--- src/sv/hkic_pkg.sv ---
// hex key intake package: types, codes and functions shared by the intake blocks
// no dependencies; used by hkic_front, hkic_back, the top level and the checker
`default_nettype none

package hkic_pkg;

  // key length in bytes and byte counter width
  localparam int unsigned CountWidth = 10;
  localparam logic [CountWidth-1:0] KeyBytes = 10'd800;

  // queue geometry shared by the command and result queues
  localparam int unsigned QueueDepth = 2;
  localparam int unsigned QueuePtrW  = $clog2(QueueDepth);
  localparam int unsigned QueueCntW  = $clog2(QueueDepth + 1);

  // special characters
  localparam logic [7:0] ChEtx   = 8'h03;
  localparam logic [7:0] ChEsc   = 8'h1B;
  localparam logic [7:0] ChSpace = 8'h20;
  localparam logic [7:0] ChTab   = 8'h09;
  localparam logic [7:0] ChCr    = 8'h0D;
  localparam logic [7:0] ChLf    = 8'h0A;

  // crc-32/iso-hdlc, reflected
  localparam logic [31:0] CrcPoly = 32'hEDB88320;
  localparam logic [31:0] CrcInit = 32'hFFFFFFFF;

  // result status codes
  typedef enum logic [2:0] {
    ST_IDLE     = 3'd0,
    ST_BUSY     = 3'd1,
    ST_OK       = 3'd2,
    ST_MISMATCH = 3'd3,
    ST_ABORT    = 3'd4,
    ST_NONHEX   = 3'd5,
    ST_OVERFLOW = 3'd6
  } status_e;

  // character class decided by the front end
  typedef enum logic [2:0] {
    K_ARM,
    K_ABORT,
    K_SKIP,
    K_NONHEX,
    K_HEX
  } kind_e;

  // classified command passed from front to back
  typedef struct packed {
    kind_e      kind;
    logic [3:0] nib;
  } cmd_t;

  // handshake between front command queue and back end
  typedef struct packed {
    logic avail;
    cmd_t cmd;
  } cmd_port_t;

  // one result transaction
  typedef struct packed {
    logic                  byte_valid;
    logic [7:0]            key_byte;
    logic [CountWidth-1:0] byte_index;
    status_e               status;
    logic [31:0]           computed_crc;
  } res_t;

  // hex digit decode: bit 4 set when the character is not a hex digit
  function automatic logic [4:0] hex_digit(input logic [7:0] c);
    logic [7:0] d;
    logic [4:0] r;
    r = 5'h10;
    if (c >= 8'h30 && c <= 8'h39) begin
      d = c - 8'h30;
      r = {1'b0, d[3:0]};
    end else if (c >= 8'h61 && c <= 8'h66) begin
      d = c - 8'h57;
      r = {1'b0, d[3:0]};
    end else if (c >= 8'h41 && c <= 8'h46) begin
      d = c - 8'h37;
      r = {1'b0, d[3:0]};
    end
    return r;
  endfunction

  // fold one byte into the running crc, lsb first
  function automatic logic [31:0] crc_fold(input logic [31:0] crc, input logic [7:0] b);
    logic [31:0] c;
    c = crc ^ {24'h0, b};
    for (int i = 0; i < 8; i++) begin
      c = c[0] ? ((c >> 1) ^ CrcPoly) : (c >> 1);
    end
    return c;
  endfunction

endpackage

`default_nettype wire

--- src/sv/hkic_front.sv ---
// hex key intake front end: classifies characters and queues commands
// depends on hkic_pkg
`default_nettype none

module hkic_front (
  input  wire logic             clk_i,
  input  wire logic             rst_ni,
  input  wire logic             push,
  output logic                  full,
  input  wire logic             mode_i,
  input  wire logic [7:0]       char_in_i,
  output hkic_pkg::cmd_port_t   cmd_o,
  input  wire logic             cmd_pop_i
);

  hkic_pkg::cmd_t                      cls;
  logic [4:0]                          hex;
  hkic_pkg::cmd_t                      mem_q [hkic_pkg::QueueDepth];
  logic [hkic_pkg::QueuePtrW-1:0]      wr_ptr_q, wr_ptr_d;
  logic [hkic_pkg::QueuePtrW-1:0]      rd_ptr_q, rd_ptr_d;
  logic [hkic_pkg::QueueCntW-1:0]      cnt_q, cnt_d;
  logic                                wr_en, rd_en;

  // character classification
  always_comb begin
    hex      = hkic_pkg::hex_digit(char_in_i);
    cls.nib  = hex[3:0];
    if (!mode_i) begin
      cls.kind = hkic_pkg::K_ARM;
    end else if (char_in_i == hkic_pkg::ChEtx || char_in_i == hkic_pkg::ChEsc) begin
      cls.kind = hkic_pkg::K_ABORT;
    end else if (char_in_i == hkic_pkg::ChSpace || char_in_i == hkic_pkg::ChTab ||
                 char_in_i == hkic_pkg::ChCr || char_in_i == hkic_pkg::ChLf) begin
      cls.kind = hkic_pkg::K_SKIP;
    end else if (hex[4]) begin
      cls.kind = hkic_pkg::K_NONHEX;
    end else begin
      cls.kind = hkic_pkg::K_HEX;
    end
  end

  // queue control
  assign full   = (cnt_q == hkic_pkg::QueueCntW'(hkic_pkg::QueueDepth));
  assign wr_en  = push && !full;
  assign rd_en  = cmd_pop_i && (cnt_q != '0);

  always_comb begin
    wr_ptr_d = wr_ptr_q;
    rd_ptr_d = rd_ptr_q;
    cnt_d    = cnt_q;
    if (wr_en) begin
      wr_ptr_d = (wr_ptr_q == hkic_pkg::QueuePtrW'(hkic_pkg::QueueDepth - 1)) ? '0
                                                                             : wr_ptr_q + 1'b1;
    end
    if (rd_en) begin
      rd_ptr_d = (rd_ptr_q == hkic_pkg::QueuePtrW'(hkic_pkg::QueueDepth - 1)) ? '0
                                                                             : rd_ptr_q + 1'b1;
    end
    case ({wr_en, rd_en})
      2'b10:   cnt_d = cnt_q + 1'b1;
      2'b01:   cnt_d = cnt_q - 1'b1;
      default: cnt_d = cnt_q;
    endcase
  end

  always_ff @(posedge clk_i or negedge rst_ni) begin
    if (!rst_ni) begin
      wr_ptr_q <= '0;
      rd_ptr_q <= '0;
      cnt_q    <= '0;
    end else begin
      wr_ptr_q <= wr_ptr_d;
      rd_ptr_q <= rd_ptr_d;
      cnt_q    <= cnt_d;
    end
  end

  // queue storage
  always_ff @(posedge clk_i) begin
    if (wr_en) begin
      mem_q[wr_ptr_q] <= cls;
    end
  end

  // head of queue to the back end
  assign cmd_o.avail = (cnt_q != '0);
  assign cmd_o.cmd   = mem_q[rd_ptr_q];

endmodule

`default_nettype wire

--- src/sv/hkic_back.sv ---
// hex key intake back end: intake state, byte assembly, crc check, result queue
// depends on hkic_pkg
`default_nettype none

module hkic_back (
  input  wire logic                clk_i,
  input  wire logic                rst_ni,
  input  wire logic                expected_crc_we_i,
  input  wire logic [31:0]         expected_crc_i,
  input  hkic_pkg::cmd_port_t      cmd_i,
  output logic                     cmd_pop_o,
  output logic                     empty,
  input  wire logic                pop,
  output hkic_pkg::res_t           res_o
);

  logic                                 armed_q, armed_d;
  logic                                 have_high_q, have_high_d;
  logic [3:0]                           high_nib_q, high_nib_d;
  logic [hkic_pkg::CountWidth-1:0]      count_q, count_d, count_inc;
  logic [31:0]                          crc_q, crc_d, crc_new, fcrc;
  logic [31:0]                          expected_q;
  logic [7:0]                           kbyte;
  hkic_pkg::res_t                       res;
  hkic_pkg::res_t                       mem_q [hkic_pkg::QueueDepth];
  logic [hkic_pkg::QueuePtrW-1:0]       wr_ptr_q, wr_ptr_d;
  logic [hkic_pkg::QueuePtrW-1:0]       rd_ptr_q, rd_ptr_d;
  logic [hkic_pkg::QueueCntW-1:0]       cnt_q, cnt_d;
  logic                                 res_full, rd_en;

  // expected crc register
  always_ff @(posedge clk_i or negedge rst_ni) begin
    if (!rst_ni) begin
      expected_q <= '0;
    end else if (expected_crc_we_i) begin
      expected_q <= expected_crc_i;
    end
  end

  // take a command when the result queue has room
  assign res_full  = (cnt_q == hkic_pkg::QueueCntW'(hkic_pkg::QueueDepth));
  assign cmd_pop_o = cmd_i.avail && !res_full;

  // byte assembly and crc datapath
  assign kbyte     = {high_nib_q, cmd_i.cmd.nib};
  assign crc_new   = hkic_pkg::crc_fold(crc_q, kbyte);
  assign count_inc = count_q + 1'b1;
  assign fcrc      = ~crc_new;

  // intake state update and result forming
  always_comb begin
    armed_d          = armed_q;
    have_high_d      = have_high_q;
    high_nib_d       = high_nib_q;
    count_d          = count_q;
    crc_d            = crc_q;
    res.byte_valid   = 1'b0;
    res.key_byte     = '0;
    res.byte_index   = '0;
    res.status       = hkic_pkg::ST_IDLE;
    res.computed_crc = '0;
    if (cmd_pop_o) begin
      if (cmd_i.cmd.kind == hkic_pkg::K_ARM) begin
        armed_d     = 1'b1;
        have_high_d = 1'b0;
        high_nib_d  = '0;
        count_d     = '0;
        crc_d       = hkic_pkg::CrcInit;
        res.status  = hkic_pkg::ST_BUSY;
      end else if (armed_q) begin
        unique case (cmd_i.cmd.kind)
          hkic_pkg::K_SKIP: begin
            res.status = hkic_pkg::ST_BUSY;
          end
          hkic_pkg::K_ABORT, hkic_pkg::K_NONHEX: begin
            armed_d     = 1'b0;
            have_high_d = 1'b0;
            high_nib_d  = '0;
            count_d     = '0;
            crc_d       = hkic_pkg::CrcInit;
            res.status  = (cmd_i.cmd.kind == hkic_pkg::K_ABORT) ? hkic_pkg::ST_ABORT
                                                                : hkic_pkg::ST_NONHEX;
          end
          hkic_pkg::K_HEX: begin
            if (!have_high_q) begin
              // first nibble of a pair
              have_high_d = 1'b1;
              high_nib_d  = cmd_i.cmd.nib;
              res.status  = hkic_pkg::ST_BUSY;
            end else if (count_q >= hkic_pkg::KeyBytes) begin
              armed_d     = 1'b0;
              have_high_d = 1'b0;
              high_nib_d  = '0;
              count_d     = '0;
              crc_d       = hkic_pkg::CrcInit;
              res.status  = hkic_pkg::ST_OVERFLOW;
            end else begin
              // completed byte
              res.byte_valid = 1'b1;
              res.key_byte   = kbyte;
              res.byte_index = count_q;
              res.status     = hkic_pkg::ST_BUSY;
              have_high_d    = 1'b0;
              high_nib_d     = '0;
              count_d        = count_inc;
              crc_d          = crc_new;
              if (count_inc == hkic_pkg::KeyBytes) begin
                // last byte of the key: check and disarm
                res.computed_crc = fcrc;
                res.status       = (fcrc == expected_q) ? hkic_pkg::ST_OK
                                                        : hkic_pkg::ST_MISMATCH;
                armed_d          = 1'b0;
                count_d          = '0;
                crc_d            = hkic_pkg::CrcInit;
              end
            end
          end
          default: begin
            res.status = hkic_pkg::ST_IDLE;
          end
        endcase
      end
    end
  end

  always_ff @(posedge clk_i or negedge rst_ni) begin
    if (!rst_ni) begin
      armed_q     <= 1'b0;
      have_high_q <= 1'b0;
      high_nib_q  <= '0;
      count_q     <= '0;
      crc_q       <= hkic_pkg::CrcInit;
    end else begin
      armed_q     <= armed_d;
      have_high_q <= have_high_d;
      high_nib_q  <= high_nib_d;
      count_q     <= count_d;
      crc_q       <= crc_d;
    end
  end

  // result queue control
  assign rd_en = pop && !empty;

  always_comb begin
    wr_ptr_d = wr_ptr_q;
    rd_ptr_d = rd_ptr_q;
    if (cmd_pop_o) begin
      wr_ptr_d = (wr_ptr_q == hkic_pkg::QueuePtrW'(hkic_pkg::QueueDepth - 1)) ? '0
                                                                             : wr_ptr_q + 1'b1;
    end
    if (rd_en) begin
      rd_ptr_d = (rd_ptr_q == hkic_pkg::QueuePtrW'(hkic_pkg::QueueDepth - 1)) ? '0
                                                                             : rd_ptr_q + 1'b1;
    end
    case ({cmd_pop_o, rd_en})
      2'b10:   cnt_d = cnt_q + 1'b1;
      2'b01:   cnt_d = cnt_q - 1'b1;
      default: cnt_d = cnt_q;
    endcase
  end

  always_ff @(posedge clk_i or negedge rst_ni) begin
    if (!rst_ni) begin
      wr_ptr_q <= '0;
      rd_ptr_q <= '0;
      cnt_q    <= '0;
    end else begin
      wr_ptr_q <= wr_ptr_d;
      rd_ptr_q <= rd_ptr_d;
      cnt_q    <= cnt_d;
    end
  end

  // result queue storage
  always_ff @(posedge clk_i) begin
    if (cmd_pop_o) begin
      mem_q[wr_ptr_q] <= res;
    end
  end

  assign empty = (cnt_q == '0);
  assign res_o = mem_q[rd_ptr_q];

endmodule

`default_nettype wire

--- src/sv/hex_key_intake_crc_check.sv ---
// Hex key intake with CRC-32/ISO-HDLC check. Each accepted character (or arm
// command) yields exactly one result transaction. The block takes one
// transaction per cycle while full is low. The front command queue registers
// each command; the back end takes it when the result queue has room and
// writes its result into the result queue, from which it is shown on the
// result ports until popped. Both sides are two-entry queues: full rises only
// when two commands wait because results are not being popped. The crc of a
// key byte is folded by combinational logic in the back end and registered.
// expected_crc is written through expected_crc_we_i / expected_crc_i; the user
// must do so only while the block is idle; the block does not enforce this.
// depends on hkic_pkg, hkic_front, hkic_back
`default_nettype none

module hex_key_intake_crc_check (
  input  wire logic        clk_i,
  input  wire logic        rst_ni,
  input  wire logic        push,
  output logic             full,
  input  wire logic        mode_i,
  input  wire logic [7:0]  char_in_i,
  output logic             empty,
  input  wire logic        pop,
  output logic             byte_valid_o,
  output logic [7:0]       key_byte_o,
  output logic [9:0]       byte_index_o,
  output logic [2:0]       status_o,
  output logic [31:0]      computed_crc_o,
  input  wire logic        expected_crc_we_i,
  input  wire logic [31:0] expected_crc_i
);

  hkic_pkg::cmd_port_t cmd;
  logic                cmd_pop;
  hkic_pkg::res_t      res;

  // classifying front end with command queue
  hkic_front u_front (
    .clk_i     (clk_i),
    .rst_ni    (rst_ni),
    .push      (push),
    .full      (full),
    .mode_i    (mode_i),
    .char_in_i (char_in_i),
    .cmd_o     (cmd),
    .cmd_pop_i (cmd_pop)
  );

  // executing back end with result queue
  hkic_back u_back (
    .clk_i             (clk_i),
    .rst_ni            (rst_ni),
    .expected_crc_we_i (expected_crc_we_i),
    .expected_crc_i    (expected_crc_i),
    .cmd_i             (cmd),
    .cmd_pop_o         (cmd_pop),
    .empty             (empty),
    .pop               (pop),
    .res_o             (res)
  );

  // result fields
  assign byte_valid_o   = res.byte_valid;
  assign key_byte_o     = res.key_byte;
  assign byte_index_o   = res.byte_index;
  assign status_o       = res.status;
  assign computed_crc_o = res.computed_crc;

endmodule

`default_nettype wire

--- config.mk ---
export PLATFORM = sky130hd
export DESIGN_NAME = hex_key_intake_crc_check
export DESIGN_NICKNAME = d
export VERILOG_FILES = /design/src/sv/hkic_pkg.sv /design/src/sv/hkic_front.sv /design/src/sv/hkic_back.sv /design/src/sv/hex_key_intake_crc_check.sv
export SDC_FILE = /design/constraint.sdc
export NUM_CORES = 1
export LEC_CHECK = 0
export BUFFER_PORTS_ARGS = -buffer_cell sky130_fd_sc_hd__buf_2
export CELL_PAD_IN_SITES_DETAIL_PLACEMENT = 2
export CELL_PAD_IN_SITES_GLOBAL_PLACEMENT = 2
export CORE_MARGIN = 3
export CORE_UTILIZATION = 42
export DETAILED_ROUTE_END_ITERATION = 7
export PLACE_DENSITY_LB_ADDON = 0.1
export SLEW_MARGIN = 30
export SYNTH_ARGS = -nofsm -noshare
export SYNTH_HDL_FRONTEND = slang
export SYNTH_HIERARCHICAL = 1
export SYNTH_SLANG_ARGS = --single-unit
--- constraint.sdc ---
create_clock -name clk_i -period 4.2 [get_ports clk_i]
set_input_delay 0.42 -clock clk_i [delete_from_list [all_inputs] [get_ports clk_i]]
set_output_delay 0.42 -clock clk_i [all_outputs]
set_load 0.05 [all_outputs]
Word-level counts from Yosys, hierarchy flattened
Memories as Yosys holds them, arrays and structs flattened.
Index checks and enable logic that the tools add are counted.
{ "totals": {"mem_bits_rw": 122, "in_bits": 46, "regBits": 88, "elab_cells": 154, "latch_bits": 0, "out_inout_bits": 56, "mem_bits_ro": 0, "n_memories": 2} }
{ "op_classes": {"eq_ne": 19, "n_addsub": 12, "muxes": 68, "n_reduce_logical": 24, "n_div": 0, "bitwise_logic": 10, "multipliers": 0, "shifts": 0, "order_cmp": 7} }
{ "memory_table": {"columns": ["name", "words", "width", "read_ports", "rd_ports_with_merged_regs", "wr", "line", "source"], "rows": [
  ["u_back.mem_q", 2, 54, 1, 0, 1, "hkic_back.sv:25", "hkic_pkg::res_t mem_q [hkic_pkg::QueueDepth];"],
  ["u_front.mem_q", 2, 7, 1, 0, 1, "hkic_front.sv:18", "hkic_pkg::cmd_t mem_q [hkic_pkg::QueueDepth];"]
]} }
{ "ops": {"columns": ["op", "count"], "rows": [
  ["two-way mux 32 bit", 17],
  ["inverter 13 -> 14 bit", 8],
  ["two-way mux 54 bit", 2],
  ["two-way mux 19 bit", 4],
  ["one-hot mux 32 bit (2 select lines)", 1],
  ["two-way mux 10 bit", 5],
  ["two-way mux 35 bit", 1],
  ["== test 32 bit", 1],
  ["inverter 32 bit", 1],
  ["bitwise XOR 32 x 8 -> 32 bit", 1],
  ["== test 8 x 4 -> 1 bit, second input constant", 3],
  ["two-way mux 3 bit", 7],
  ["one-hot mux 10 bit (2 select lines)", 1],
  ["two-way mux 1 bit", 18],
  ["greater-or-equal comparator 8 x 7 -> 1 bit, second input constant", 2],
  ["<= comparator 8 x 7 -> 1 bit, second input constant", 2],
  ["two-way mux 5 bit", 3],
  ["two-way mux 4 bit", 3],
  ["adder 10 x 1 -> 10 bit, second input constant", 1],
  ["== test 10 bit, second input constant", 1],
  ["greater-or-equal comparator 10 bit, second input constant", 1],
  ["one-hot mux 3 bit (3 select lines)", 1],
  ["== test 2 bit, second input constant", 4],
  ["== test 8 x 2 -> 1 bit, second input constant", 1],
  ["27 further kinds", 51]
]} }

Longest topological paths before layout
Gate-level depths: netlist of the first run.
An unclocked memory read counts as a cell.
{ "depth": {"word_depth": 28, "depth_mapped": 10, "ltp_nobuf": 8} }

By module
The synthesis of the first run kept the hierarchy.
{ "modules_own_cells": {"columns": ["module", "area_each_um2", "cells_per_inst", "n_inst", "seq_area_each_um2"], "rows": [
  ["hkic_back", 9049.9, 666, 1, 5385.2],
  ["hkic_front", 988.4, 76, 1, 520.5]
]} }

Least setup slack after synthesis of the first run
Ideal clock, no wire load.
{ "synth_timing": {"path_kind": "reg-to-reg", "from": "register u_front/cnt_q[0] in the netlist's numbering", "to": "memory u_back/mem_q[0][0] in the netlist's numbering (enable)", "path_stages_with_launch": 4, "period_less_slack_ps": 3387, "n_path_buf": 0, "path_slack_ps": 813, "required_ps": 3734, "arrival_time_ps": 2921, "cell_sequence": "dfrtp_1 -> or2_2 -> o21ai_1 -> nor2_1"} }
{ "synth_rtl": {"columns": ["item", "line", "source"], "rows": [
  ["start, declared", "hkic_front.sv:21", "logic [hkic_pkg::QueueCntW-1:0] cnt_q, cnt_d;"],
  ["start signal, assigned", "hkic_front.sv:74", "cnt_q <= cnt_d;"],
  ["end, declared", "hkic_back.sv:25", null]
]} }

==> metrics.cfg, run 1 <==
[synth]
synth_cell_types=58
synth_top_cells_by_count=122 x edfxtp_1, 94 x mux2_2, 71 x xnor2_1, 67 x nor2_1, 56 x dfrtp_1
ys_seq_area_frac=0.588
synth_nets=797
synth-async-reset-ratio=0.419
synth_seq_cells=210
syn_area_um2=10000
yosysMostFrequentCell=edfxtp_1
synth-main-ff-cell=edfxtp_1
synth_area_leaders=edfxtp_1 36%, dfrtp_1 14%, mux2_2 11%
synth-edff-count=122
synth_top_area_frac=0.365
netlist_instances=742
avgSynthCellArea_um2=13.5
yosysTopAreaCell=edfxtp_1
yosysWarnings=6

[clocking]
hold_buffers=0
cts_tree=built
cts_max_level=1
cts_resized=0
clk_pin_slew_ns=0.06
cts_buffers=24
cts_root_buf=clkbuf_16
postCtsSetupBuffers=0
clk_latency_ns=0.51
cts_sinks=210
clockBufferDepth=3

[detailed_routing]
wl_met1_mm=12.9
wl_per_cell_um=23.6
vias=6409
drtPass1Iterations=4
highest_layer=met4
vias_per_cell=5.36
drt_wl_total_mm=28.2
routed-wl-met2_mm=13.6
met3_length_mm=1.29
drtIter0Drc=382
ant_nets=0
drc=0

[place]
io_buffers=101
dp_hpwl_mm=20.6
routabilityCongestion=0.860

[sta]
rsz0062_at_grt=false
finalClockSkew_ns=0.0105
tns_ns=0
holdWs_ns=0.141
hold_viol=0
fmax_mhz=268
setup_viol=0
slew_viol_final=0
worst_pin_slew_ns=0.786
relSlewSlack=0.476
post-route-min-period_ns=3.74
fin_crit_sh=0.890

[cells_and_area]
layout-drive-gt1-share=0.348
area_growth_pct=17.9
nets=920
antenna_cells=0

[die]
die_area_um2=25800
coreArea_um2=23100
start_util=0.435
io_pins=102
core.rowCount=55
die-width_um=161
die_y_um=161

[grt]
grtUsageTotal=0.221
grt_antenna_before_repair=1
overflow=0
grt_max_degree=64
grt_pass1_vias=7209
grt_pass1_wl_mm=44.5

[job]
drv_cap=0

[setup_path]
cp-start-kind=flip-flop
r2r_start=u_front/rd_ptr_q
path_max_fanout=9
worst_ep_arrival_time_ns=3.97
crit_type=flip-flop to flip-flop
critPathRequiredTime_ns=4.43
crit_path_start=u_front/rd_ptr_q
crit_path_end_kind=flip-flop

[status]
outcome=finished, final reports clean

[worst_hold_path]
hold_path_class=input pin to flip-flop
hold_start=expected_crc_i[29]

==> path summary, 6_finish.rpt <==
path | end | slack [ns] | cells after the start
hold / removal | u_back/expected_q[29] | 0.14 | 2
hold reg to reg | u_back/crc_q[11] | 0.48 | 2
setup reg to reg | u_back/mem_q[0][32] | 0.46 | 8
setup / recovery | u_back/mem_q[0][32] | 0.46 | 8
min in group asynchronous | u_front/cnt_q[1] | 0.47 | 2
max in group asynchronous | u_back/crc_q[1] | 2.86 | 3
==> flip-flops by register name (all words and copies together), names as in the netlist, 2 cells and up <==
register / count
u_back/count_q: 10
u_back/mem_q: 108
u_front/mem_q: 14
u_back/crc_q: 32
u_back/cnt_q: 2
u_back/expected_q: 32
u_front/cnt_q: 2
u_back/high_nib_q: 4
==> layer usage <==
| layer | global-route usage | vias to the layer above |
|---|---|---|
| met5 | 0 | - |
| met3 | 0.0310 | 36 |
| met2 | 0.362 | 148 |
| met4 | 0.0426 | 0 |
| li1 | - | 2903 |
| met1 | 0.319 | 3322 |
==> placed cells by master (no fill, tap or decap), types with 3 or more instances in the layout <==
master     instances
o22a_1            12
nand4_1            4
clkbuf_8           6
xor2_1            26
inv_1             15
a31oi_1            8
and2_1            17
a221o_1            3
buf_4             20
dfstp_2           32
nor2b_1            4
nand2b_1           3
a21oi_1           16
nor3_1             6
nor2_1            65
clkbuf_16         27
xnor2_2            5
o21ai_0           29
and3_1            14
edfxtp_1         122
clkbuf_1           8
or3_1              4
ha_1               9
dfrtp_1           55
xnor2_4            5
nand2_1           36
xnor3_1            8
nand3_1            9
buf_2            100
mux2_2            94
xnor2_1           71
==> cells by family after synthesis <==
logic type	Yosys count	share of synthesized area
mux	94	0.105
compound gates	90	0.0591
simple gates	180	0.0891
fa+ha+maj	9	0.0112
flops	210	0.588
xor+xnor	118	0.131
buf+inv	41	0.0153
==> worst max-delay path: stages (launching register included) <==
cell and delay [ns]:
dfrtp_1 0.54, mux2_2 0.44, xnor2_4 0.42, xnor3_2 0.38
xnor2_1 0.25, or3_1 0.41, a221o_1 0.36, a2111oi_2 0.48
a21oi_1 0.15
==> layout make-up <==
cell class	count	area [um^2]
clock buffers	42	796
clock inverters	2	10.0
fillers	2189	11200
well taps	313	392
repair buffers	122	672
inverters	16	60.1
flip-flops and latches	210	5910
multi-input cells	491	4000
==> stage by stage <==
step	util	setup slack, ns	std cells	cell area, um^2
floorplan	-	0.813	742	10000
global placement	0.478	0.666	1151	11000
detailed placement	0.478	0.447	1151	11000
CTS	0.513	0.419	1195	11800
global route	0.513	0.275	1196	11800
finish	0.513	0.462	1196	11800
Power of run 1 is left out: the tool's default activity adds up to more than one toggle a clock period on the data nets, which glitch-free logic cannot reach.
==> run 2, diff against run 1 <==
==> constraint.sdc (replaced) <==
create_clock -name clk_i -period 4.2 [get_ports clk_i]
set_input_delay 0.84 -clock clk_i [delete_from_list [all_inputs] [get_ports clk_i]]
set_output_delay 0.84 -clock clk_i [all_outputs]
set_load 0.05 [all_outputs]
==> run 2 against run 1 <==
Against the previous run:
- first-iteration DRC count fell by 14%
- worst hold slack improved by 0.11 ns
- worst setup slack improved by 0.10 ns
- clock-buffer cell count fell by 9
- global-route usage rose by 0.29 points
- fmax rose by 2.8%
- critical path depth did not move
- flip-flop and latch count did not move
- cell count fell by 0.17%
- routed wire length rose by 1.7%
- non-clock buffer count fell by 2
- die area did not move
- critical path type unchanged
- critical endpoint unchanged
==> metrics.cfg, run 2 (same netlist as run 1, synthesis figures left out) <==
[sta]
relSlewSlack=0.440
post-route-min-period_ns=3.64
finalClockSkew_ns=0.0281
setup_viol=0
slew_viol_final=0
hold_viol=0
setup_slack_ns=0.563
fin_crit_sh=0.866
fmax_mhz=275
tns_ns=0
rsz0062_at_grt=false
worst_pin_slew_ns=0.818

[setup_path]
crit_path_end_kind=flip-flop
crit_type=flip-flop to flip-flop
cp-start-kind=flip-flop
critPathRequiredTime_ns=4.45
path_max_fanout=9
worst_ep_arrival_time_ns=3.89

[grt]
grt_pass1_vias=7334
grt_max_degree=55
grt_antenna_before_repair=0
grt_pass1_wl_mm=45.0
grtUsageTotal=0.224
overflow=0

[detailed_routing]
drt_wl_total_mm=28.7
drc=0
vias_per_cell=5.34
ant_nets=0
vias=6381
wl_per_cell_um=24.0
drtIter0Drc=327
drtPass1Iterations=4

[cells_and_area]
layout_commonest_cell=edfxtp_1
largest_register=u_back/mem_q
largest_reg_flops=108
antenna_cells=0
top_regs=u_back/mem_q (108), u_back/crc_q (32), u_back/expected_q (32)
layout-drive-gt1-share=0.352
area_growth_pct=17.7
final_cell_mix=122 x edfxtp_1, 100 x buf_2, 94 x mux2_2, 71 x xnor2_1, 65 x nor2_1
nets=918

[clocking]
cts_sinks=210
postCtsSetupBuffers=0
hold_buffers=0
cts_root_buf=clkbuf_16
clk_pin_slew_ns=0.06
clockBufferDepth=3
clk_latency_ns=0.53
cts_max_level=1
cts_resized=0
cts_buffers=24
cts_tree=built

[job]
drv_cap=0

[place]
dp_slack_ns=0.527
io_buffers=101
routabilityCongestion=0.853
dp_hpwl_mm=20.2

[die]
die-width_um=161
start_util=0.435
io_pins=102
die_y_um=161
coreArea_um2=23100
die_area_um2=25800
core.rowCount=55

[status]
outcome=finished, final reports clean

[worst_hold_path]
hold_path_class=input pin to asynchronous set/reset pin

==> run 2: cell count changes in the layout (fill, tap and decap cells not counted), sizes merged <==
cell         before  now
clkinv            3    9
bufinv            0    1
buf             121  120
clkinvlp          0    2
clkbuf           42   33
dlygate4sd3       1    0
==> run 2: worst max-delay path, cell delays in order, from the launching register on <==
cell and delay [ns]:
dfrtp_1 0.53, mux2_2 0.44, xnor2_4 0.40, xnor3_2 0.38, xnor2_1 0.25, or3_1 0.42
a221o_1 0.37, a2111oi_2 0.42, a21oi_1 0.15
==> run 2: final timing paths <==
check,start,endpoint,slack [ns],depth (start not counted)
worst min register to register,u_back/rd_ptr_q,u_back/rd_ptr_q,0.46,1
min in group clk_i,u_back/rd_ptr_q,u_back/rd_ptr_q,0.46,1
max in group asynchronous,rst_ni,u_back/crc_q[3],3.12,2
worst max-delay path,u_front/rd_ptr_q,u_back/mem_q[0][32],0.56,8
worst min-delay path,rst_ni,u_back/expected_q[5],0.25,1
worst max register to register,u_front/rd_ptr_q,u_back/mem_q[0][32],0.56,8
==> run 2: metrics by stage <==
stage	hold WS [ns]	area [um^2]	util	instances
after floorplan	0.441	10000	-	742
after global placement	0.455	11000	0.477	1150
after detailed placement	0.467	11000	0.478	1150
after CTS	0.255	11800	0.512	1194
after global routing	0.269	11800	0.512	1194
final	0.250	11800	0.512	1194
==> run 2: area by class of cell <==
| class | count | area (um^2) |
|---|---|---|
| repair buffers | 120 | 651 |
| fillers | 2216 | 11200 |
| multi-input cells | 491 | 4000 |
| well taps | 313 | 392 |
| flip-flops and latches | 210 | 5910 |
| inverters | 16 | 60.1 |
| clock buffers | 33 | 704 |
| clock inverters | 11 | 97.6 |
==> run 2: layer usage <==
layer  vias to the layer above  part of all wire  GRT usage
met4                         0             0.014     0.0426
met1                      3279              0.44      0.300
met2                       165              0.49      0.383
met5                         -                 0          0
met3                        32             0.058     0.0436
li1                       2905                 -          -
Power of run 2 is left out for the same reason.
==> run 3, diff against run 2 <==
==> constraint.sdc (replaced) <==
create_clock -name clk_i -period 3.5 [get_ports clk_i]
set_input_delay 0.7 -clock clk_i [delete_from_list [all_inputs] [get_ports clk_i]]
set_output_delay 0.7 -clock clk_i [all_outputs]
set_load 0.05 [all_outputs]
==> run 3 against run 2 <==
Against the previous run:
- cell area increased by 1.1%
- first-iteration DRC count grew 17%
- flip-flop and latch count unchanged
- cell count increased by 0.92%
- die area unchanged
- core utilization grew 0.57 points
- critical endpoint unchanged
- largest cell class unchanged
- worst setup slack got worse by 0.48 ns
- clock-buffer cell count fell by 1
- routed wire length fell by 1.3%
- non-clock buffer count is 11 higher
==> metrics.cfg, run 3 (same netlist as run 1, synthesis figures left out) <==
[cells_and_area]
nets=929
antenna_cells=0
largest_reg_flops=108
layout-drive-gt1-share=0.359
largest_register=u_back/mem_q
top_regs=u_back/mem_q (108), u_back/crc_q (32), u_back/expected_q (32)
layout_commonest_cell=edfxtp_1
final_cell_mix=122 x edfxtp_1, 100 x buf_2, 94 x mux2_2, 71 x xnor2_1, 65 x nor2_1
fin_cells=1205
area_growth_pct=19.0
stdcell_area_um2=11900
fill_cells=2192

[clocking]
cts_max_level=1
cts_buffers=24
hold_buffers=0
cts_sinks=210
cts_tree=built
clk_latency_ns=0.52
clk_pin_slew_ns=0.06
clockBufferDepth=3
cts_root_buf=clkbuf_16

[detailed_routing]
drtIter0Drc=382
drt_wl_total_mm=28.3
ant_nets=0
vias_per_cell=5.37
drtPass1Iterations=4
wl_per_cell_um=23.5
vias=6468
drc=0

[sta]
slew_viol_final=0
holdWs_ns=0.209
fmax_mhz=293
worst_pin_slew_ns=0.805
hold_viol=0
relSlewSlack=0.463
setup_slack_ns=0.0867
finalClockSkew_ns=0.0116
fin_crit_sh=0.975
post-route-min-period_ns=3.41
setup_viol=0

[setup_path]
critPathRequiredTime_ns=3.74
cp-start-kind=flip-flop
rrSetupSlack_ns=0.09
crit_type=flip-flop to flip-flop
r2r-end=u_back/mem_q[0][32]
path_max_fanout=8
r2r_start=u_front/rd_ptr_q
worst_ep_arrival_time_ns=3.66
reg2reg_depth=8
crit_path_end_kind=flip-flop

[place]
place_area_um2=11100
routabilityCongestion=0.875
dp_hpwl_mm=20.2
dp_slack_ns=0.0806
io_buffers=101
dpl.cell_count=1161

[die]
core.rowCount=55
io_pins=102
coreArea_um2=23100
die_y_um=161
die_area_um2=25800
start_util=0.435
die-width_um=161

[grt]
grtUsageTotal=0.220
grt_pass1_vias=7133
grt_max_degree=73
overflow=0
grt_pass1_wl_mm=44.1
grt_antenna_before_repair=0

[status]
outcome=finished, final reports clean

[worst_hold_path]
hold_path_class=input pin to asynchronous set/reset pin

[job]
drv_cap=0

-- run 3: critical path: stages, from the launching register on --
cell       delay [ns]
dfrtp_2          0.47
mux2_2           0.43
xnor2_4          0.39
xnor2_2          0.24
xnor2_1          0.18
or3_1            0.44
a221o_1          0.39
a2111oi_2        0.44
a21oi_1          0.15
-- run 3: worst max path at each step --
stage | start | endpoint | slack (ns) | depth (start not counted)
6_report | u_front/rd_ptr_q | u_back/mem_q[0][32] | 0.09 | 8
5_1_grt | u_front/rd_ptr_q | u_back/mem_q[0][32] | -0.03 | 8
4_1_cts | u_front/rd_ptr_q | u_back/mem_q[0][32] | 0.03 | 8
3_5_place_dp | u_front/rd_ptr_q | u_back/mem_q[0][32] | 0.08 | 9
3_3_place_gp | u_front/rd_ptr_q | u_back/mem_q[0][32] | 0.24 | 9
2_1_floorplan | u_front/cnt_q[0] | u_back/mem_q[0][0] | 0.11 | 3
-- run 3: per-layer routing --
metal  up-vias  wire length (um)  global-route usage
li1       2929                 -                   -
met5         -                 0                   0
met3        31              1210              0.0310
met2       153             13800               0.365
met1      3355             12800               0.312
met4         0               505              0.0434
-- run 3: repair_timing --
item	4_1_cts	5_1_grt
setup endpoints to repair	0	2
setup buffers	0	0
resized for setup	0	2
-- run 3: layout make-up --
type                       count  area, um^2  area share
sequential                   210        5910       0.495
multi-input combinational    491        4000       0.335
timing repair buffer         131         749      0.0627
clock buffer                  32         683      0.0572
tap                          313         392      0.0328
clock inverter                12         150      0.0126
inverter                      16        60.1     0.00503
-- run 3: through the flow --
| stage | util | setup TNS (ns) |
|---|---|---|
| 2_1_floorplan | - | 0 |
| 3_3_place_gp | 0.481 | 0 |
| 3_5_place_dp | 0.481 | 0 |
| 4_1_cts | 0.517 | 0 |
| 5_1_grt | 0.518 | -0.0660 |
| 6_report | 0.518 | 0 |
Power of run 3 is left out for the same reason.
